### config.mk
export PLATFORM = sky130hd
export DESIGN_NAME = dfs_finish_order_flat
export DESIGN_NICKNAME = d
export VERILOG_FILES = /design/src/hdl/dfs_pkg.sv /design/src/hdl/dfs_if.sv /design/src/hdl/dfs_finish_order.sv /design/src/hdl/dfs_ram.sv /design/src/hdl/dfs_engine.sv /design/src/flat_wrapper.sv
export SDC_FILE = /design/constraint.sdc
export NUM_CORES = 1
export LEC_CHECK = 0
export BUFFER_PORTS_ARGS = -buffer_cell sky130_fd_sc_hd__buf_2
export CORE_UTILIZATION = 51
export CTS_CLUSTER_DIAMETER = 50
export CTS_CLUSTER_SIZE = 20
export DETAILED_ROUTE_END_ITERATION = 7
export PLACE_DENSITY = 0.69
export SYNTH_ARGS = -nofsm -noshare
export SYNTH_HDL_FRONTEND = slang
export SYNTH_SLANG_ARGS = --single-unit
### constraint.sdc
create_clock -name i_clk -period 10.4 [get_ports i_clk]
set_input_delay 1.56 -clock i_clk [delete_from_list [all_inputs] [get_ports i_clk]]
set_output_delay 1.56 -clock i_clk [all_outputs]
set_load 0.02 [all_outputs]
### src/hdl/dfs_pkg.sv
// Package for the DFS finish-order block: sizes, command codes, FSM states
// and the command / result word structs. No dependencies.
`timescale 1ns / 1ps

package dfs_pkg;

    // Default graph capacity and the reset value of the vertex count register
    localparam int DFS_MAX_VERTICES = 16;
    localparam int DFS_RESET_COUNT  = 16;

    // Command codes
    localparam logic [1:0] CMD_ADD_EDGE = 2'd0;
    localparam logic [1:0] CMD_RUN      = 2'd1;
    localparam logic [1:0] CMD_CLEAR    = 2'd2;

    // Sequencer states
    typedef enum logic [2:0] {
        ST_IDLE,
        ST_ADD_WR,
        ST_ROOT,
        ST_SCAN,
        ST_POP
    } t_state;

    // Command word as taken from the input channel
    typedef struct packed {
        logic [1:0] command;
        logic [3:0] src_vertex;
        logic [3:0] dst_vertex;
    } t_cmd;

    // Result word, one per finished vertex
    typedef struct packed {
        logic [3:0] vertex;
        logic [5:0] finish_time;
        logic       last;
    } t_res;

endpackage

### src/hdl/dfs_if.sv
// Valid/ready channel interfaces of the DFS finish-order block:
// command input, result output and the count register write port.
`timescale 1ns / 1ps

interface dfs_cmd_if;
    logic       valid;
    logic       ready;
    logic [1:0] command;
    logic [3:0] src_vertex;
    logic [3:0] dst_vertex;

    modport source (output valid, command, src_vertex, dst_vertex, input ready);
    modport sink   (input valid, command, src_vertex, dst_vertex, output ready);
endinterface

interface dfs_res_if;
    logic       valid;
    logic       ready;
    logic [3:0] vertex;
    logic [5:0] finish_time;
    logic       last;

    modport source (output valid, vertex, finish_time, last, input ready);
    modport sink   (input valid, vertex, finish_time, last, output ready);
endinterface

interface dfs_cfg_if;
    logic       valid;
    logic       ready;
    logic [4:0] data;

    modport source (output valid, data, input ready);
    modport sink   (input valid, data, output ready);
endinterface

### src/hdl/dfs_finish_order.sv
// DFS finish-order block, top level: count register, result output
// register and the search engine. Depends on dfs_pkg, dfs_if, dfs_engine.
`timescale 1ns / 1ps

// Usage:
//   i_cmd  : command words (add edge, run, clear). Add edge reads the row,
//            then writes it back in ST_ADD_WR; an out-of-range edge, clear
//            and unknown codes are done in the cycle they are accepted.
//   i_cfg  : writes vertex_count (capped at MAX_VERTICES); always ready.
//            Write it only while no run is in progress.
//   o_res  : one word per active vertex in finish order during a run, with
//            its finish timestamp; last marks the final vertex.
// A run steps through the root indices in ST_ROOT, once more for each tree
// root after its tree is done, and leaves the sweep past the last index.
// Below a root each ST_SCAN step is a discovery or a finish; a finish below
// the root leads to a pop (ST_POP) that refetches the parent's row. The
// registered read of the adjacency RAM sets the pace of each step. No new
// command is taken until the run has stepped through all roots.
// Reset: graph empty, count 16, output empty. Clearing is instant through
// per-row valid bits.
// Stall: a finish waits while the output register holds an untaken word;
// the search resumes the cycle it is taken.

module dfs_finish_order #(
    parameter int MAX_VERTICES = dfs_pkg::DFS_MAX_VERTICES
) (
    input  logic     i_clk,
    input  logic     i_rst_n,
    dfs_cmd_if.sink  i_cmd,
    dfs_cfg_if.sink  i_cfg,
    dfs_res_if.source o_res
);

    import dfs_pkg::*;

    logic [4:0] r_vcount;
    logic [4:0] w_count;
    t_cmd       w_cmd;
    t_res       w_res;
    t_res       r_out;
    logic       r_out_valid;
    logic       w_res_valid, w_res_ready, w_cmd_ready;

    // count register
    assign i_cfg.ready = 1'b1;
    always_ff @(posedge i_clk) begin
        if (!i_rst_n) begin
            r_vcount <= 5'(DFS_RESET_COUNT);
        end else if (i_cfg.valid) begin
            r_vcount <= i_cfg.data;
        end
    end

    assign w_count = (32'(r_vcount) > MAX_VERTICES) ? 5'(MAX_VERTICES) : r_vcount;

    // command word
    assign w_cmd.command    = i_cmd.command;
    assign w_cmd.src_vertex = i_cmd.src_vertex;
    assign w_cmd.dst_vertex = i_cmd.dst_vertex;
    assign i_cmd.ready      = w_cmd_ready;

    dfs_engine #(.MAX_VERTICES(MAX_VERTICES)) u_engine (
        .i_clk       (i_clk),
        .i_rst_n     (i_rst_n),
        .i_cmd_valid (i_cmd.valid),
        .o_cmd_ready (w_cmd_ready),
        .i_cmd       (w_cmd),
        .i_count     (w_count),
        .o_res_valid (w_res_valid),
        .i_res_ready (w_res_ready),
        .o_res       (w_res)
    );

    // output register
    assign w_res_ready = !r_out_valid || o_res.ready;
    always_ff @(posedge i_clk) begin
        if (!i_rst_n) begin
            r_out_valid <= 1'b0;
        end else if (w_res_ready) begin
            r_out_valid <= w_res_valid;
        end
    end

    always_ff @(posedge i_clk) begin
        if (w_res_ready && w_res_valid) begin
            r_out <= w_res;
        end
    end

    assign o_res.valid       = r_out_valid;
    assign o_res.vertex      = r_out.vertex;
    assign o_res.finish_time = r_out.finish_time;
    assign o_res.last        = r_out.last;

    // checks
    a_reset_count: assert property (@(posedge i_clk)
        !i_rst_n |=> r_vcount == 5'(DFS_RESET_COUNT))
        else $error("vertex count not at reset value");

    a_res_room: assert property (@(posedge i_clk) disable iff (!i_rst_n)
        w_res_valid |-> w_res_ready)
        else $error("engine produced a word with no room in output register");

    a_no_cmd_in_run: assert property (@(posedge i_clk) disable iff (!i_rst_n)
        w_res_valid |-> !w_cmd_ready)
        else $error("command accepted while a run emits");

    a_last_empties: assert property (@(posedge i_clk) disable iff (!i_rst_n)
        w_res_valid && w_res.last |=> !w_res_valid)
        else $error("word emitted right after the last one");

endmodule

### src/hdl/dfs_ram.sv
// Generic single-write, single-read RAM with a registered read port.
// No dependencies.
`timescale 1ns / 1ps

module dfs_ram #(
    parameter int WIDTH = 16,
    parameter int DEPTH = 16
) (
    input  logic                     i_clk,
    input  logic                     i_we,
    input  logic [$clog2(DEPTH)-1:0] i_waddr,
    input  logic [WIDTH-1:0]         i_wdata,
    input  logic                     i_re,
    input  logic [$clog2(DEPTH)-1:0] i_raddr,
    output logic [WIDTH-1:0]         o_rdata
);

    logic [WIDTH-1:0] r_mem [DEPTH];
    logic [WIDTH-1:0] r_rdata;

    // write port, read port with output register (holds when not reading)
    always_ff @(posedge i_clk) begin
        if (i_we) begin
            r_mem[i_waddr] <= i_wdata;
        end
        if (i_re) begin
            r_rdata <= r_mem[i_raddr];
        end
    end

    assign o_rdata = r_rdata;

endmodule

### src/hdl/dfs_engine.sv
// Search engine: adjacency RAM with row valid bits, path stack RAM,
// visited flags and the sequencer. Depends on dfs_pkg and dfs_ram.
`timescale 1ns / 1ps

module dfs_engine #(
    parameter int MAX_VERTICES = dfs_pkg::DFS_MAX_VERTICES
) (
    input  logic          i_clk,
    input  logic          i_rst_n,
    input  logic          i_cmd_valid,
    output logic          o_cmd_ready,
    input  dfs_pkg::t_cmd i_cmd,
    input  logic [4:0]    i_count,
    output logic          o_res_valid,
    input  logic          i_res_ready,
    output dfs_pkg::t_res o_res
);

    import dfs_pkg::*;

    localparam int VW    = $clog2(MAX_VERTICES);
    localparam int DW    = $clog2(MAX_VERTICES + 1);
    localparam int CLK_N = $clog2(2 * MAX_VERTICES + 1);
    localparam int CLK_W = (CLK_N < 6) ? 6 : CLK_N;

    // registers
    t_state                  r_state, n_state;
    logic [MAX_VERTICES-1:0] r_row_valid, n_row_valid;
    logic [MAX_VERTICES-1:0] r_visited, n_visited;
    logic [VW-1:0]           r_top, n_top;
    logic [DW-1:0]           r_depth, n_depth;
    logic [4:0]              r_root, n_root;
    logic [4:0]              r_emit, n_emit;
    logic [CLK_W-1:0]        r_clk, n_clk;
    logic [VW-1:0]           r_src, n_src;
    logic [VW-1:0]           r_dst, n_dst;

    // memory ports
    logic                    adj_we, adj_re;
    logic [VW-1:0]           adj_waddr, adj_raddr;
    logic [MAX_VERTICES-1:0] adj_wdata, adj_q;
    logic                    stk_we, stk_re;
    logic [VW-1:0]           stk_waddr, stk_raddr;
    logic [VW-1:0]           stk_wdata, stk_q;

    // scan datapath
    logic [MAX_VERTICES-1:0] w_row, w_active, w_cand, w_dst_bit;
    logic                    w_found;
    logic [VW-1:0]           w_next;
    logic                    w_accept, w_edge_ok;

    dfs_ram #(.WIDTH(MAX_VERTICES), .DEPTH(MAX_VERTICES)) u_adj_ram (
        .i_clk   (i_clk),
        .i_we    (adj_we),
        .i_waddr (adj_waddr),
        .i_wdata (adj_wdata),
        .i_re    (adj_re),
        .i_raddr (adj_raddr),
        .o_rdata (adj_q)
    );

    dfs_ram #(.WIDTH(VW), .DEPTH(MAX_VERTICES)) u_stack_ram (
        .i_clk   (i_clk),
        .i_we    (stk_we),
        .i_waddr (stk_waddr),
        .i_wdata (stk_wdata),
        .i_re    (stk_re),
        .i_raddr (stk_raddr),
        .o_rdata (stk_q)
    );

    assign o_cmd_ready = (r_state == ST_IDLE);
    assign w_accept    = i_cmd_valid && o_cmd_ready;
    assign w_edge_ok   = ({1'b0, i_cmd.src_vertex} < i_count) &&
                         ({1'b0, i_cmd.dst_vertex} < i_count);

    // row read back: a row never written since the last clear reads as empty
    always_comb begin
        if (r_state == ST_ADD_WR) begin
            w_row = r_row_valid[r_src] ? adj_q : '0;
        end else begin
            w_row = r_row_valid[r_top] ? adj_q : '0;
        end
    end

    // active vertex mask and one-hot of the edge end
    always_comb begin
        for (int i = 0; i < MAX_VERTICES; i++) begin
            w_active[i]  = (32'(i) < 32'(i_count));
            w_dst_bit[i] = (VW'(i) == r_dst);
        end
    end

    // lowest unvisited active neighbour of the top vertex
    assign w_cand  = w_row & ~r_visited & w_active;
    assign w_found = |w_cand;
    always_comb begin
        w_next = '0;
        for (int i = MAX_VERTICES - 1; i >= 0; i--) begin
            if (w_cand[i]) begin
                w_next = VW'(i);
            end
        end
    end

    // next state
    always_comb begin
        n_state = r_state;
        case (r_state)
            ST_IDLE: begin
                if (w_accept) begin
                    case (i_cmd.command)
                        CMD_ADD_EDGE: n_state = w_edge_ok ? ST_ADD_WR : ST_IDLE;
                        CMD_RUN:      n_state = ST_ROOT;
                        default:      n_state = ST_IDLE;
                    endcase
                end
            end
            ST_ADD_WR: n_state = ST_IDLE;
            ST_ROOT: begin
                if (r_root >= i_count) begin
                    n_state = ST_IDLE;
                end else if (!r_visited[VW'(r_root)]) begin
                    n_state = ST_SCAN;
                end
            end
            ST_SCAN: begin
                if (!w_found && i_res_ready) begin
                    n_state = (r_depth == DW'(1)) ? ST_ROOT : ST_POP;
                end
            end
            ST_POP:  n_state = ST_SCAN;
            default: n_state = ST_IDLE;
        endcase
    end

    // datapath and memory controls
    always_comb begin
        n_row_valid = r_row_valid;
        n_visited   = r_visited;
        n_top       = r_top;
        n_depth     = r_depth;
        n_root      = r_root;
        n_emit      = r_emit;
        n_clk       = r_clk;
        n_src       = r_src;
        n_dst       = r_dst;
        adj_we      = 1'b0;
        adj_waddr   = r_src;
        adj_wdata   = w_row | w_dst_bit;
        adj_re      = 1'b0;
        adj_raddr   = r_top;
        stk_we      = 1'b0;
        stk_waddr   = VW'(r_depth);
        stk_wdata   = w_next;
        stk_re      = 1'b0;
        stk_raddr   = VW'(r_depth - DW'(2));
        o_res_valid = 1'b0;
        o_res.vertex      = 4'(r_top);
        o_res.finish_time = 6'(r_clk + 1'b1);
        o_res.last        = (r_emit == (i_count - 5'd1));
        case (r_state)
            ST_IDLE: begin
                if (w_accept) begin
                    case (i_cmd.command)
                        CMD_ADD_EDGE: begin
                            n_src     = VW'(i_cmd.src_vertex);
                            n_dst     = VW'(i_cmd.dst_vertex);
                            adj_re    = w_edge_ok;
                            adj_raddr = VW'(i_cmd.src_vertex);
                        end
                        CMD_RUN: begin
                            n_visited = '0;
                            n_clk     = '0;
                            n_root    = '0;
                            n_emit    = '0;
                            n_depth   = '0;
                        end
                        CMD_CLEAR: n_row_valid = '0;
                        default: ;
                    endcase
                end
            end
            // read-modify-write of the source row
            ST_ADD_WR: begin
                adj_we             = 1'b1;
                n_row_valid[r_src] = 1'b1;
            end
            // next white root: discover it and fetch its row
            ST_ROOT: begin
                if (r_root < i_count) begin
                    if (r_visited[VW'(r_root)]) begin
                        n_root = r_root + 5'd1;
                    end else begin
                        n_visited[VW'(r_root)] = 1'b1;
                        n_clk     = r_clk + 1'b1;
                        stk_we    = 1'b1;
                        stk_waddr = '0;
                        stk_wdata = VW'(r_root);
                        n_top     = VW'(r_root);
                        n_depth   = DW'(1);
                        adj_re    = 1'b1;
                        adj_raddr = VW'(r_root);
                    end
                end
            end
            // push a white neighbour, or finish the top vertex
            ST_SCAN: begin
                if (w_found) begin
                    n_visited[w_next] = 1'b1;
                    n_clk     = r_clk + 1'b1;
                    stk_we    = 1'b1;
                    n_depth   = r_depth + DW'(1);
                    n_top     = w_next;
                    adj_re    = 1'b1;
                    adj_raddr = w_next;
                end else if (i_res_ready) begin
                    o_res_valid = 1'b1;
                    n_clk       = r_clk + 1'b1;
                    n_emit      = r_emit + 5'd1;
                    n_depth     = r_depth - DW'(1);
                    stk_re      = (r_depth != DW'(1));
                end
            end
            // parent back from the stack: refetch its row
            ST_POP: begin
                n_top     = stk_q;
                adj_re    = 1'b1;
                adj_raddr = stk_q;
            end
            default: ;
        endcase
    end

    // control registers
    always_ff @(posedge i_clk) begin
        if (!i_rst_n) begin
            r_state     <= ST_IDLE;
            r_row_valid <= '0;
            r_visited   <= '0;
            r_depth     <= '0;
            r_root      <= '0;
            r_emit      <= '0;
            r_clk       <= '0;
        end else begin
            r_state     <= n_state;
            r_row_valid <= n_row_valid;
            r_visited   <= n_visited;
            r_depth     <= n_depth;
            r_root      <= n_root;
            r_emit      <= n_emit;
            r_clk       <= n_clk;
        end
    end

    // payload registers
    always_ff @(posedge i_clk) begin
        r_top <= n_top;
        r_src <= n_src;
        r_dst <= n_dst;
    end

endmodule
### src/flat_wrapper.sv
// flat-port wrapper written by rule: the top's interface ports become plain ports
module dfs_finish_order_flat import dfs_pkg::*;
#(
    parameter int MAX_VERTICES = dfs_pkg::DFS_MAX_VERTICES
)
  (i_clk, i_rst_n, i_cmd_valid, i_cmd_command, i_cmd_src_vertex, i_cmd_dst_vertex, i_cmd_ready, i_cfg_valid, i_cfg_data, i_cfg_ready, o_res_valid, o_res_vertex, o_res_finish_time, o_res_last, o_res_ready);
  dfs_cmd_if i_cmd_i ();
  dfs_cfg_if i_cfg_i ();
  dfs_res_if o_res_i ();
  input  logic i_clk;
  input  logic i_rst_n;
  input wire logic [$bits(i_cmd_i.valid)-1:0] i_cmd_valid;
  input wire logic [$bits(i_cmd_i.command)-1:0] i_cmd_command;
  input wire logic [$bits(i_cmd_i.src_vertex)-1:0] i_cmd_src_vertex;
  input wire logic [$bits(i_cmd_i.dst_vertex)-1:0] i_cmd_dst_vertex;
  output wire logic [$bits(i_cmd_i.ready)-1:0] i_cmd_ready;
  input wire logic [$bits(i_cfg_i.valid)-1:0] i_cfg_valid;
  input wire logic [$bits(i_cfg_i.data)-1:0] i_cfg_data;
  output wire logic [$bits(i_cfg_i.ready)-1:0] i_cfg_ready;
  output wire logic [$bits(o_res_i.valid)-1:0] o_res_valid;
  output wire logic [$bits(o_res_i.vertex)-1:0] o_res_vertex;
  output wire logic [$bits(o_res_i.finish_time)-1:0] o_res_finish_time;
  output wire logic [$bits(o_res_i.last)-1:0] o_res_last;
  input wire logic [$bits(o_res_i.ready)-1:0] o_res_ready;
  assign i_cmd_i.valid = i_cmd_valid;
  assign i_cmd_i.command = i_cmd_command;
  assign i_cmd_i.src_vertex = i_cmd_src_vertex;
  assign i_cmd_i.dst_vertex = i_cmd_dst_vertex;
  assign i_cmd_ready = i_cmd_i.ready;
  assign i_cfg_i.valid = i_cfg_valid;
  assign i_cfg_i.data = i_cfg_data;
  assign i_cfg_ready = i_cfg_i.ready;
  assign o_res_valid = o_res_i.valid;
  assign o_res_vertex = o_res_i.vertex;
  assign o_res_finish_time = o_res_i.finish_time;
  assign o_res_last = o_res_i.last;
  assign o_res_i.ready = o_res_ready;
  dfs_finish_order #(.MAX_VERTICES(MAX_VERTICES)) u_core (.i_clk(i_clk), .i_rst_n(i_rst_n), .i_cmd(i_cmd_i), .i_cfg(i_cfg_i), .o_res(o_res_i));
endmodule
# After elaboration in Yosys (flattened, before gate mapping)
# Memories as Yosys holds them, arrays and structs flattened. A register that Yosys moved wholly into a read port is not among the register bits.
# Index checks and enable logic that the tools add are counted.
[word_totals]
ff_bits = 85
latch_bits = 0
ramBits = 320
rom_bits = 0
inputBits = 20
output_inout_bits = 14
wordCells = 221
memories = 2
[memory_table]
columns = ["memory", "words", "word_bits", "rd", "rd_clocked_by_memory_dff", "wr", "line_no", "rtl"]
rows = [
  ["u_core.u_engine.u_adj_ram.r_mem", 16, 16, 1, 1, 1, "dfs_ram.sv:18", "logic [WIDTH-1:0] r_mem [DEPTH];"],
  ["u_core.u_engine.u_stack_ram.r_mem", 16, 4, 1, 1, 1, "dfs_ram.sv:18", ""],
]
[classes]
addsub = 7
multipliers = 0
div = 0
magnitude_cmp = 28
n_eq_ne = 36
shifts = 0
mux = 100
bitwise = 7
reduce_logical = 26
[ops]
columns = ["op", "count"]
rows = [
  ["$mux 16", 10],
  ["$mux 4", 27],
  ["$or 16x16->16", 4],
  ["$mux 5", 11],
  ["$pmux 16 s3", 1],
  ["$lt 4x5->1 const A", 8],
  ["$mux 6", 6],
  ["$and 16x16->16", 2],
  ["$eq 4x4->1 const A", 8],
  ["$pmux 16 s2", 1],
  ["$mux 1", 23],
  ["$lt 3x5->1 const A", 4],
  ["$lt 4x5->1 const B", 4],
  ["$pmux 5 s2", 2],
  ["$pmux 6 s3", 1],
  ["$eq 3x4->1 const A", 4],
  ["$not 16->16", 1],
  ["$pmux 4 s4", 1],
  ["$reduce_or 16->1", 1],
  ["$add 5x1->5 const B", 3],
  ["$mux 3", 5],
  ["$pmux 5 s3", 1],
  ["$ne 2x2->1 const B", 7],
  ["$bmux 1 s4", 3],
  ["other kinds (39)", 66],
]

# Logic depth before layout (Yosys ltp)
# Gate-level depths: netlist (run 1).
[depth]
word_depth = 29
ltp_mapped = 17
mapped_depth_nobuf = 15

# Cells and area by module
# Synthesis (run 1) repeated with hierarchy kept, for this count alone.
[unflattened]
hier_cells = 1232
area_unflattened_um2 = 18662.9
[by_module_without_submodules]
columns = ["mod", "n_inst", "cells_each", "area_each_um2", "seq_area_each_um2"]
rows = [
  ["dfs_ram (u_core.u_engine.u_adj_ram)", 1, 432, 10202.3, 8167.8],
  ["dfs_engine", 1, 631, 5142.4, 1481.4],
  ["dfs_ram (u_core.u_engine.u_stack_ram)", 1, 130, 2706.3, 2042.0],
  ["dfs_finish_order", 1, 39, 611.8, 450.4],
]

# Least setup slack after synthesis (run 1)
# Ideal clock, no wire load.
[synth_timing]
kind = "input port to flip-flop"
from = "in i_cmd_command[1]"
to = "reg u_core.u_engine.u_adj_ram.r_rdata[10] (netlist: u_core.u_engine.u_adj_ram.o_rdata[10]) (read register of u_core.u_engine.u_adj_ram.r_mem) (data pin)"
setup_ns = 0.272
t_arrival_ns = 3.925
t_required_ns = 10.128
setup_slack_ns = 6.203
path_stages = 10
n_path_buf = 2
cell_sequence = "nor4_4 -> nand2_2 -> mux2i_1 -> o311a_1 -> a41oi_1 -> buf_4 -> buf_1 -> mux2i_1 -> o22ai_2 -> or4_1"
[synth_between]
elab_chain_cells = 4
elab_cells_between_ends = 7
classes_between = "mux: 6; reduce/logical: 1"
[synth_lines]
columns = ["element", "line_no", "rtl"]
rows = [
  ["start: declaration", "flat_wrapper.sv:13", "input wire logic [$bits(i_cmd_i.command)-1:0] i_cmd_command;"],
  ["$logic_not 2->1 *", "dfs_engine.sv:165", "case (i_cmd.command)"],
  ["$mux 4 / $mux 1 (equally long branches)", "dfs_engine.sv:165", ""],
  ["$mux 4 / $mux 1 (equally long branches)", "dfs_engine.sv:164", "if (w_accept) begin"],
  ["$pmux 4 s4 / $pmux 1 s4 (equally long branches)", "dfs_engine.sv:162", "case (r_state)"],
  ["end: declaration", "dfs_ram.sv:19", "logic [WIDTH-1:0] r_rdata;"],
]
# Every way passes the cells marked *; elsewhere a longest branch is shown, timed or not.
# A chain may end at the register's enable or synchronous reset.

# Final worst setup path (run 1)
[layout_timing]
from = "reg u_core.r_vcount[4]"
to = "reg u_core.u_engine.u_adj_ram.r_rdata[6] (netlist: u_core.u_engine.u_adj_ram.o_rdata[6]) (read register of u_core.u_engine.u_adj_ram.r_mem) (data pin)"
[layout_between]
elab_chain_cells = 22
elab_cells_between_ends = 48
classes_between = "order compare: 20; mux: 25; bitwise: 1; reduce/logical: 2"
[layout_lines]
columns = ["element", "line_no", "rtl"]
rows = [
  ["start: declaration", "dfs_finish_order.sv:36", "logic [4:0] r_vcount;"],
  ["start signal: assignment", "dfs_finish_order.sv:48", "r_vcount <= 5'(DFS_RESET_COUNT);"],
  ["start signal: assignment", "dfs_finish_order.sv:50", "r_vcount <= i_cfg.data;"],
  ["$gt 5x5->1", "dfs_finish_order.sv:54", "assign w_count = (32'(r_vcount) > MAX_VERTICES) ? 5'(MAX_VERTICES) : r_vcount;"],
  ["$mux 5 *", "dfs_finish_order.sv:54", ""],
  ["$lt 4x5->1", "dfs_engine.sv:89", "w_active[i] = (32'(i) < 32'(i_count));"],
  ["$and 16x16->16", "dfs_engine.sv:95", "assign w_cand = w_row & ~r_visited & w_active;"],
  ["$mux 4 (16 in a row)", "dfs_engine.sv:100", "if (w_cand[i]) begin"],
  ["$mux 4", "-", ""],
  ["$pmux 4 s4", "dfs_engine.sv:162", ""],
]
# Marked as above.

==> results of run 1 <==
## synth_stat cells (8+ instances only)
master and count:
xnor2_1 13, o21ai_0 110, a311oi_1 98, nand4_1 107
o22ai_1 73, xor2_1 8, a21oi_1 46, nand2_1 65
nand3_1 34, edfxtp_1 363, mux4_2 32, nor2_1 105
nor3_1 17, a211oi_1 99, inv_1 112, o21a_1 8
buf_2 37, o21ai_1 9, a22o_1 10, nand2b_1 18
mux2i_1 44, nor2b_1 22, clkbuf_1 103, o22ai_2 10
or4_1 17, ha_1 25, a31oi_1 11, dfxtp_1 62
or3_1 11
## state kept, by name, indices dropped and copies added, names as in the netlist
signal,count
u_core.u_engine.r_clk,6
u_core.u_engine.r_row_valid,16
u_core.u_engine.u_stack_ram.o_rdata,4
u_core.u_engine.r_visited,16
u_core.o_res.vertex,4
u_core.o_res.valid,1
u_core.u_engine.r_state,3
u_core.u_engine.r_dst,4
u_core.o_res.last,1
u_core.u_engine.u_adj_ram.r_mem,256
u_core.u_engine.r_root,5
u_core.u_engine.r_depth,5
u_core.o_res.finish_time,6
u_core.u_engine.r_emit,5
u_core.r_vcount,5
u_core.u_engine.r_top,4
u_core.u_engine.u_stack_ram.r_mem,64
u_core.u_engine.u_adj_ram.o_rdata,16
u_core.u_engine.adj_waddr,4
## layer usage
metal  wire length (um)  vias to the layer above
met4               2211                        0
li1                   -                     7098
met3               5770                      153
met1              23260                     7816
met5                  0                        -
met2              26880                      946
## through the flow
step / utilization (%) / hold slack, ps
6_report: 56.72 / 484.1
5_1_grt: 56.72 / 524.3
4_1_cts: 56.72 / 487.7
3_5_place_dp: 53.20 / 477.2
3_3_place_gp: 53.20 / 464.3
2_1_floorplan: - / 420.6
## path summary, 6_finish.rpt
path / start / to / slack [ps] / cells past startpoint
worst max-delay path: u_core.r_vcount[4]$_SDFFE_PN1P_ / u_core.u_engine.u_adj_ram.o_rdata[6]$_DFFE_PP_ / 4050 / 13
worst min register to register: u_core.u_engine.r_clk[5]$_SDFFE_PN0P_ / u_core.u_engine.r_clk[5]$_SDFFE_PN0P_ / 480 / 2
worst min-delay path: u_core.u_engine.r_clk[5]$_SDFFE_PN0P_ / u_core.u_engine.r_clk[5]$_SDFFE_PN0P_ / 480 / 2
worst max register to register: u_core.r_vcount[4]$_SDFFE_PN1P_ / u_core.u_engine.u_adj_ram.o_rdata[6]$_DFFE_PP_ / 4050 / 13
## layout by cell type (no fill, tap or decap), drive strengths merged, types with 8 or more instances in the layout
master,n
xnor2,13
or4,18
nor2b,22
clkbuf,45
nor3,18
buf,65
nand2b,18
o21a,8
inv,129
a22o,10
o21ai,120
a31oi,11
a21boi,9
mux2i,46
o22ai,83
dfxtp,62
a211oi,99
clkinv,9
a311oi,98
mux4,33
ha,25
xor2,8
or3,11
nor2,109
nand4,107
nand2,66
a21oi,48
edfxtp,363
nand3,35
## power by group through the flow
stage | registers (uW) | logic (uW) | clock network (uW)
6_report | 2010 | 1030 | 1590
3_3_place_gp | 2050 | 980 | 0
5_1_grt | 2010 | 1110 | 1670
3_5_place_dp | 2050 | 1010 | 0
4_1_cts | 2010 | 1010 | 1610
2_1_floorplan | 2000 | 773 | 0
## critical path, cell delays in order, from the launching register on
cell,delay [ps]
dfxtp_1,810
inv_2,270
nand2_1,270
ha_1,290
nor2b_1,130
o21ai_1,370
a41oi_1,300
and3_1,330
nor2_4,970
buf_4,950
o21ai_0,240
a311oi_1,360
o22ai_1,130
or4_1,530
## cells by family (layout without fill, tap and decap cells)
family	after synthesis	after routing
compound gates	543	543
xor+xnor	21	21
fa+ha+maj	25	25
buf+inv	267	255
flops	425	425
mux	81	81
other cells	1	1
simple gates	445	445
## cell type report
cell class	count	area (sq um)
clock inverters	31	361.6
inverters	114	427.9
well taps	532	665.6
flip-flops and latches	425	12140
clock buffers	45	1084
multi-input cells	1116	8178
repair buffers	65	407.9
fillers	3292	17750
==> impl_metrics.yaml, run 1 <==
status:
  status: "finished, violations left"
  violations: "design-rule violations"
synthesis:
  synth_xor_area_share_pct: 0.8647
  synth_top_area_share_pct: 51.25
  synth-compound-area-share_pct: 18.12
  synth_edf_count: 363
  ys_seq_area_share_pct: 57.08
  yosys.area_share.simple_pct: 11.46
  synthDistinctLibCells: 96
  synth_area_per_cell_sq_um: 11.76
  synthTopCellsByArea: "edfxtp_1, dfxtp_1, a311oi_1"
  yosysTopAreaCell: "edfxtp_1"
  synth_top_family_by_area: "compound AO/OA/AOI/OAI gates"
  yosys_most_used_dff: "edfxtp_1"
  synth_area_sq_mm: 0.02127
  synth_fa_ha_area_share_pct: 1.471
  synth_cells: 1808
  synthMuxAreaShare_pct: 5.859
  synth_nets: 1853
  ys_seq_elements: 425
  ys_warn_count: 0
  synth-async-reset-ratio_pct: 0
clock_network:
  clockBufferDepth: 3
  cts.clk_slew.worst_paths_ps: 70
  postCtsSetupBuffers: 0
  cts_root_buf: "clkbuf_16"
  cts_sinks: 425
  cts_hold_buf: 0
  h-tree-depth: 2
  clk_latency_ps: 580
  cts_tree: "built"
  cts_inserted_buffers: 41
  cts_resized: 0
die:
  io-pin-count: 34
  die_y_um: 206.2
  num_rows: 74
  core_area_sq_mm: 0.04102
  die_width_um: 206.2
  dieArea_sq_mm: 0.04253
  start_util_pct: 51.86
final_layout:
  stdcell_area_sq_mm: 0.02327
  syn_to_final_growth_pct: 9.383
  final_cells: 2328
  drive_gt1_share_pct: 13.08
  n_antenna_cell: 0
  final_nets: 1808
routing:
  drtAntennaViolNets: 0
  drt-total-wl_mm: 58.12
  wl_per_cell_um: 24.97
  drt_iter0_drc: 2008
  vias: 16010
  first_pass_iters: 8
  viasPerCell: 6.878
  drcViolationCount: 12
worst_setup_path:
  crit_required_ps: 10710
  cp_max_fo: 126
  worstPathArrival_ps: 6670
  cp-end-kind: "register"
  start_kind: "register"
  critical_path_class: "reg2reg"
power:
  netSwitchingFraction_pct: 32.11
  clock_power_share_pct: 34.3
  peakVddDrop_mv: 0.2322
  p_int_uw: 3145
  leakage_uw: 0.007677
  pwr-share-seq_pct: 43.4
  fin_total_pwr_uw: 4632
  p_comb_share_pct: 22.2
  p_per_area_mw_per_mm2: 199.1
  p_switching_uw: 1487
global_route:
  grt_overflow: 0
  grt_pass1_vias: 15150
  use_met1_pct: 37.21
  busiest_layer: "met2"
  met2_usage_pct: 43.08
  antenna_found_initial: 0
  grt_use_met3_pct: 5.172
  grt_pass1_wl_mm: 88.95
  grt.total_usage_pct: 27.46
  grt_max_degree: 127
sta:
  rsz0062_at_grt: "false"
  timing.fmax_mhz: 157.4
  clock_skew_ps: 26.18
  period_share_pct: 61.10
  period_minus_slack_ps: 6354
  maxSlewViolCount: 0
  hold_viol_final: 0
  worst_pin_slew_ps: 1314
  fin_ws_ps: 4046
  fin_tns_setup_ps: 0
  setup_violations: 0
  max-slew-margin-rel_pct: 12.38
placement:
  gp_congestion: 0.9156
  dp_cells: 2252
  dp_hpwl_mm: 34.87
  io_buffers: 32
  postPlaceCellArea_sq_mm: 0.02182
  dp_slack_ps: 4022
worst_hold_path:
  hold_path_class: "reg2reg"
run:
  cap_viol_max_count: 0
Power figures use the tool's default switching activity.
==> run 2: changes to the inputs <==
--- a/config.mk
+++ b/config.mk
@@ -10,7 +10,7 @@
 export CTS_CLUSTER_DIAMETER = 50
 export CTS_CLUSTER_SIZE = 20
 export DETAILED_ROUTE_END_ITERATION = 7
-export PLACE_DENSITY = 0.69
+export PLACE_DENSITY = 0.71
 export SYNTH_ARGS = -nofsm -noshare
 export SYNTH_HDL_FRONTEND = slang
 export SYNTH_SLANG_ARGS = --single-unit
==> constraint.sdc (replaced) <==
create_clock -name i_clk -period 5.7 [get_ports i_clk]
set_input_delay 0.855 -clock i_clk [delete_from_list [all_inputs] [get_ports i_clk]]
set_output_delay 0.855 -clock i_clk [all_outputs]
set_load 0.02 [all_outputs]
==> run 2 against run 1 <==
Against the previous run:
- the flow still finishes with violations (design-rule violations)
- largest power group unchanged
- highest routed layer is now met5
- worst hold slack lost 2.5 ps
- global-route usage shrank 0.47 points
- worst setup slack lost 3200 ps
- clock power grew 77%
- first-iteration DRC count grew 3.9%
- die area is the same
==> impl_metrics.yaml, run 2 (same netlist as run 1, synthesis figures left out) <==
worst_setup_path:
  path_buf_inv: 2
  slowest_stage: "dfxtp_1"
  regToRegSetupSlack_ps: 890
  r2r_start: "u_core.r_vcount[4]$_SDFFE_PN1P_"
  critical_path_class: "reg2reg"
  start_kind: "register"
  crit_chain: "inv_2 -> nand2_1 -> ha_1 -> a21o_1 -> a21oi_1 -> a41oi_1 -> and3_1 -> nor2_4 -> buf_4 -> o21ai_0 -> a311oi_1 -> o22ai_1 -> or4_1"
  max_stage_delay_ps: 690
  reg2regPathDepth: 13
  crit_required_ps: 6020
  cp-end-kind: "register"
  worstPathArrival_ps: 5130
  cp_max_fo: 35
  r2r_end: "u_core.u_engine.u_adj_ram.o_rdata[15]$_DFFE_PP_"
  critical-path-top-delay-family: "simple AND/OR/NAND/NOR gates"
final_layout:
  n_antenna_cell: 0
  largest_reg_flops: 256
  mostFrequentLayoutCells: "edfxtp_1, inv_1, o21ai_0"
  final_common_cell: "edfxtp_1"
  syn_to_final_growth_pct: 10.06
  reg_top3: "u_core.u_engine.u_adj_ram.r_mem x256, u_core.u_engine.u_stack_ram.r_mem x64"
  largest-register: "u_core.u_engine.u_adj_ram.r_mem"
  final_nets: 1824
  final_cells: 2341
  drive_gt1_share_pct: 13.82
placement:
  gp_congestion: 0.9534
  dp_slack_ps: 1005
  io_buffers: 32
  dp_cells: 2270
  dp_hpwl_mm: 35.13
routing:
  drt-total-wl_mm: 57.67
  viasPerCell: 6.857
  wl_per_cell_um: 24.63
  vias: 16050
  drcViolationCount: 16
  first_pass_iters: 8
  drt_iter0_drc: 2086
  drtAntennaViolNets: 0
clock_network:
  cts_tree: "built"
  cts_resized: 0
  cts_hold_buf: 0
  clk_latency_ps: 580
  clockBufferDepth: 3
  h-tree-depth: 2
  cts_inserted_buffers: 39
  cts_sinks: 425
  postCtsSetupBuffers: 0
  cts_root_buf: "clkbuf_16"
  cts.clk_slew.worst_paths_ps: 80
sta:
  max-slew-margin-rel_pct: 26.75
  whs_ps: 481.7
  fin_tns_setup_ps: 0
  fin_ws_ps: 889.2
  rsz0062_at_grt: "false"
  period_minus_slack_ps: 4811
  setup_violations: 0
  worst_pin_slew_ps: 1095
  period_share_pct: 84.40
  timing.fmax_mhz: 207.9
  maxSlewViolCount: 0
  clock_skew_ps: 36.16
  hold_viol_final: 0
global_route:
  grt_pass1_vias: 14790
  antenna_found_initial: 2
  grt_pass1_wl_mm: 86.79
  grt_max_degree: 95
  grt_overflow: 0
  grt.total_usage_pct: 26.98
power:
  fin_total_pwr_uw: 8411
  leakage_uw: 0.007746
  peakVddDrop_mv: 0.2944
  p_per_area_mw_per_mm2: 359.3
die:
  start_util_pct: 51.86
  die_y_um: 206.2
  io-pin-count: 34
  dieArea_sq_mm: 0.04253
  num_rows: 74
  die_width_um: 206.2
  core_area_sq_mm: 0.04102
worst_hold_path:
  whs_endpoint: "u_core.u_engine.r_clk[5]$_SDFFE_PN0P_"
  holdPathStages: 2
  hold_path_class: "reg2reg"
  holdCritStartpoint: "u_core.u_engine.r_clk[5]$_SDFFE_PN0P_"
status:
  status: "finished, violations left"
  violations: "design-rule violations"
run:
  cap_viol_max_count: 0
[run 2: cell types whose count changed in the layout (fill, tap and decap cells not counted), moves of 2 or more]
cell	previous run	this run
buf_4	33	48
clkbuf_16	43	40
nor2_2	14	12
inv_6	7	5
inv_8	6	4
clkinv_8	3	6
buf_12	0	3
clkinv_4	4	6
nor2_4	2	4
[run 2: through the flow]
stage          area, sq um  utilization, %
5_1_grt              23410           57.07
2_1_floorplan        21270               -
6_report             23410           57.07
3_3_place_gp         22000           53.65
3_5_place_dp         22000           53.65
4_1_cts              23410           57.07
[run 2: tightest hold or removal path: cells and delay by family, from the launching register on]
family          cells  cell delay (ps)
flops               1              320
compound gates      1               60
simple gates        1               50
[run 2: final cells by class]
type / instances / area [sq um]
well taps: 532 / 665.6
fillers: 3305 / 17610
repair buffers: 83 / 580.6
inverters: 114 / 427.9
clock inverters: 30 / 401.6
flip-flops and latches: 425 / 12140
multi-input cells: 1116 / 8188
clock buffers: 41 / 1005
[run 2: routing by layer]
layer	global-route usage (%)	vias up	wire length, um
met1	37.10	7861	22890
met4	11.29	4	2208
met3	5.125	148	6113
met2	41.93	923	26400
met5	0	-	54
li1	-	7116	-
[run 2: where the power goes]
group	leakage [uW]	total [uW]	switching (uW)	internal, uW
Clock	0.000670	2810	1310	1500
Combinational	0.00329	1930	1290	638
Sequential	0.00378	3670	111	3560
[run 2: worst max-delay path by stage]
stage                               startpoint                                         endpoint  slack, ps  cells after the start
6_report       u_core.r_vcount[4]$_SDFFE_PN1P_  u_core.u_engine.u_adj_ram.o_rdata[15]$_DFFE_PP_        890                     13
5_1_grt        u_core.r_vcount[4]$_SDFFE_PN1P_   u_core.u_engine.u_adj_ram.o_rdata[5]$_DFFE_PP_        570                     13
3_3_place_gp   u_core.r_vcount[4]$_SDFFE_PN1P_   u_core.u_engine.u_adj_ram.o_rdata[4]$_DFFE_PP_       1200                     13
4_1_cts        u_core.r_vcount[4]$_SDFFE_PN1P_  u_core.u_engine.u_adj_ram.o_rdata[13]$_DFFE_PP_       1000                     13
2_1_floorplan  u_core.r_vcount[3]$_SDFFE_PN0P_  u_core.u_engine.u_adj_ram.o_rdata[10]$_DFFE_PP_       1970                     14
3_5_place_dp   u_core.r_vcount[4]$_SDFFE_PN1P_   u_core.u_engine.u_adj_ram.o_rdata[9]$_DFFE_PP_       1010                     13
==> run 3: changes to the inputs <==
==> constraint.sdc (replaced) <==
create_clock -name i_clk -period 4.3 [get_ports i_clk]
set_input_delay 0.645 -clock i_clk [delete_from_list [all_inputs] [get_ports i_clk]]
set_output_delay 0.645 -clock i_clk [all_outputs]
set_load 0.02 [all_outputs]
==> run 3 against run 2 <==
Against the previous run:
- the run still ends with design-rule violations left
- sequential power up 32%
- die area unchanged
- power up 35%
- critical path depth unchanged
- non-clock buffer count up 36
- utilization up 0.88 points
- sequential cell count unchanged
- clock power up 33%
- clock-buffer cell count up 4
- worst hold slack worse by 180 ps
- cell count up 1.6%
==> impl_metrics.yaml, run 3 (same netlist as run 1, synthesis figures left out) <==
status:
  status: "finished, violations left"
  violations: "design-rule violations"
sta:
  rsz0062_at_grt: "false"
  hold_viol_final: 0
  period_minus_slack_ps: 4091
  clock_skew_ps: 41.81
  period_share_pct: 95.14
  setup_violations: 0
  maxSlewViolCount: 0
  timing.fmax_mhz: 244.4
  worst_pin_slew_ps: 1096
  fin_tns_setup_ps: 0
  max-slew-margin-rel_pct: 26.43
die:
  io-pin-count: 34
  num_rows: 74
  start_util_pct: 51.86
  dieArea_sq_mm: 0.04253
  die_width_um: 206.2
  core_area_sq_mm: 0.04102
  die_y_um: 206.2
final_layout:
  n_antenna_cell: 0
  syn_to_final_growth_pct: 11.75
  largest-register: "u_core.u_engine.u_adj_ram.r_mem"
  final_nets: 1862
  reg_top3: "u_core.u_engine.u_adj_ram.r_mem x256, u_core.u_engine.u_stack_ram.r_mem x64"
  largest_reg_flops: 256
  drive_gt1_share_pct: 15.65
  final_util_pct: 57.95
  mostFrequentLayoutCells: "edfxtp_1, inv_1, o21ai_0"
  final_common_cell: "edfxtp_1"
routing:
  viasPerCell: 6.887
  vias: 16380
  drcViolationCount: 16
  wl_per_cell_um: 25.79
  drt_iter0_drc: 1900
  drt-total-wl_mm: 61.36
  first_pass_iters: 8
  drtAntennaViolNets: 0
clock_network:
  cts_tree: "built"
  cts_hold_buf: 0
  cts_root_buf: "clkbuf_16"
  cts_inserted_buffers: 40
  h-tree-depth: 2
  cts.clk_slew.worst_paths_ps: 70
  clk_latency_ps: 600
  clockBufferDepth: 3
  cts_sinks: 425
global_route:
  grt_pass1_wl_mm: 91.92
  grt_overflow: 0
  antenna_found_initial: 0
  grt_max_degree: 108
  grt_pass1_vias: 15650
  grt.total_usage_pct: 28.73
worst_setup_path:
  start_kind: "register"
  cp-end-kind: "register"
  crit_required_ps: 4620
  cp_max_fo: 61
  worstPathArrival_ps: 4410
  critical_path_class: "reg2reg"
placement:
  dp_hpwl_mm: 38.02
  gp_congestion: 0.9638
  io_buffers: 32
power:
  p_per_area_mw_per_mm2: 478.7
  peakVddDrop_mv: 0.3268
  leakage_uw: 0.007971
run:
  cap_viol_max_count: 0
worst_hold_path:
  hold_path_class: "in2reg"
==> run 3: cell types whose count changed in the layout (fill, tap and decap cells not counted), sizes merged <==
cell,delta
inv,+5
clkinvlp,-1
buf,+36
clkbuf,+4
clkinv,-7
o211ai,+1
==> run 3: repair_timing <==
action	4_1_cts	5_1_grt
endpoints found under the hold margin	0	0
buffers inserted	0	3
endpoints found under the setup margin	0	13
gates resized for setup	0	3
==> run 3: worst paths after layout <==
check	cells past startpoint	end	from	slack, ps
max	13	u_core.u_engine.u_adj_ram.o_rdata[2]$_DFFE_PP_	u_core.r_vcount[4]$_SDFFE_PN1P_	210
min	3	u_core.r_vcount[4]$_SDFFE_PN1P_	i_cfg_data[4]	300
max reg2reg	13	u_core.u_engine.u_adj_ram.o_rdata[2]$_DFFE_PP_	u_core.r_vcount[4]$_SDFFE_PN1P_	210
min reg2reg	2	u_core.u_engine.r_clk[5]$_SDFFE_PN0P_	u_core.u_engine.r_clk[5]$_SDFFE_PN0P_	490
==> run 3: final cells by class <==
type	instances	area, sq um
flip-flops and latches	425	12140
clock buffers	45	1030
fillers	3243	17250
clock inverters	27	347.8
repair buffers	119	950.9
inverters	114	427.9
well taps	532	665.6
multi-input cells	1117	8207
==> run 3: routing by layer <==
layer / global-route usage (%) / up-vias / wire length (um)
li1: - / 7198 / -
met5: 0 / - / 0
met1: 38.18 / 7938 / 23260
met2: 44.88 / 1039 / 28140
met4: 15.76 / 0 / 3431
met3: 4.872 / 208 / 6529
==> run 3: power by group <==
group	switching, uW	internal [uW]
clock network	1750	2000
logic	1850	946
registers	118	4720
==> run 3: worst max-delay path, cell delays in order, from the launching register on <==
cell and delay, ps:
dfxtp_1 320, inv_2 170, nand2_1 210, ha_1 340, nor2b_1 130, o21ai_1 360
a41oi_1 200, and3_1 280, nor2_4 230, buf_12 290, o21ai_0 110, a311oi_1 460
o22ai_1 170, or4_1 530
==> run 3: per-stage QoR <==
stage                     area (sq um)  worst slack, ps  std cells  hold slack, ps  power (uW)
after global routing             23770            24.62       2379           323.6       11730
after floorplan                  21270            573.7       1808           420.6        6714
after CTS                        23710            132.7       2375           279.5       11300
final                            23770            208.8       2379           299.2       11380
after detailed placement         22330            136.2       2303           478.4        7597
after global placement           22330            190.4       2303           464.9        7527
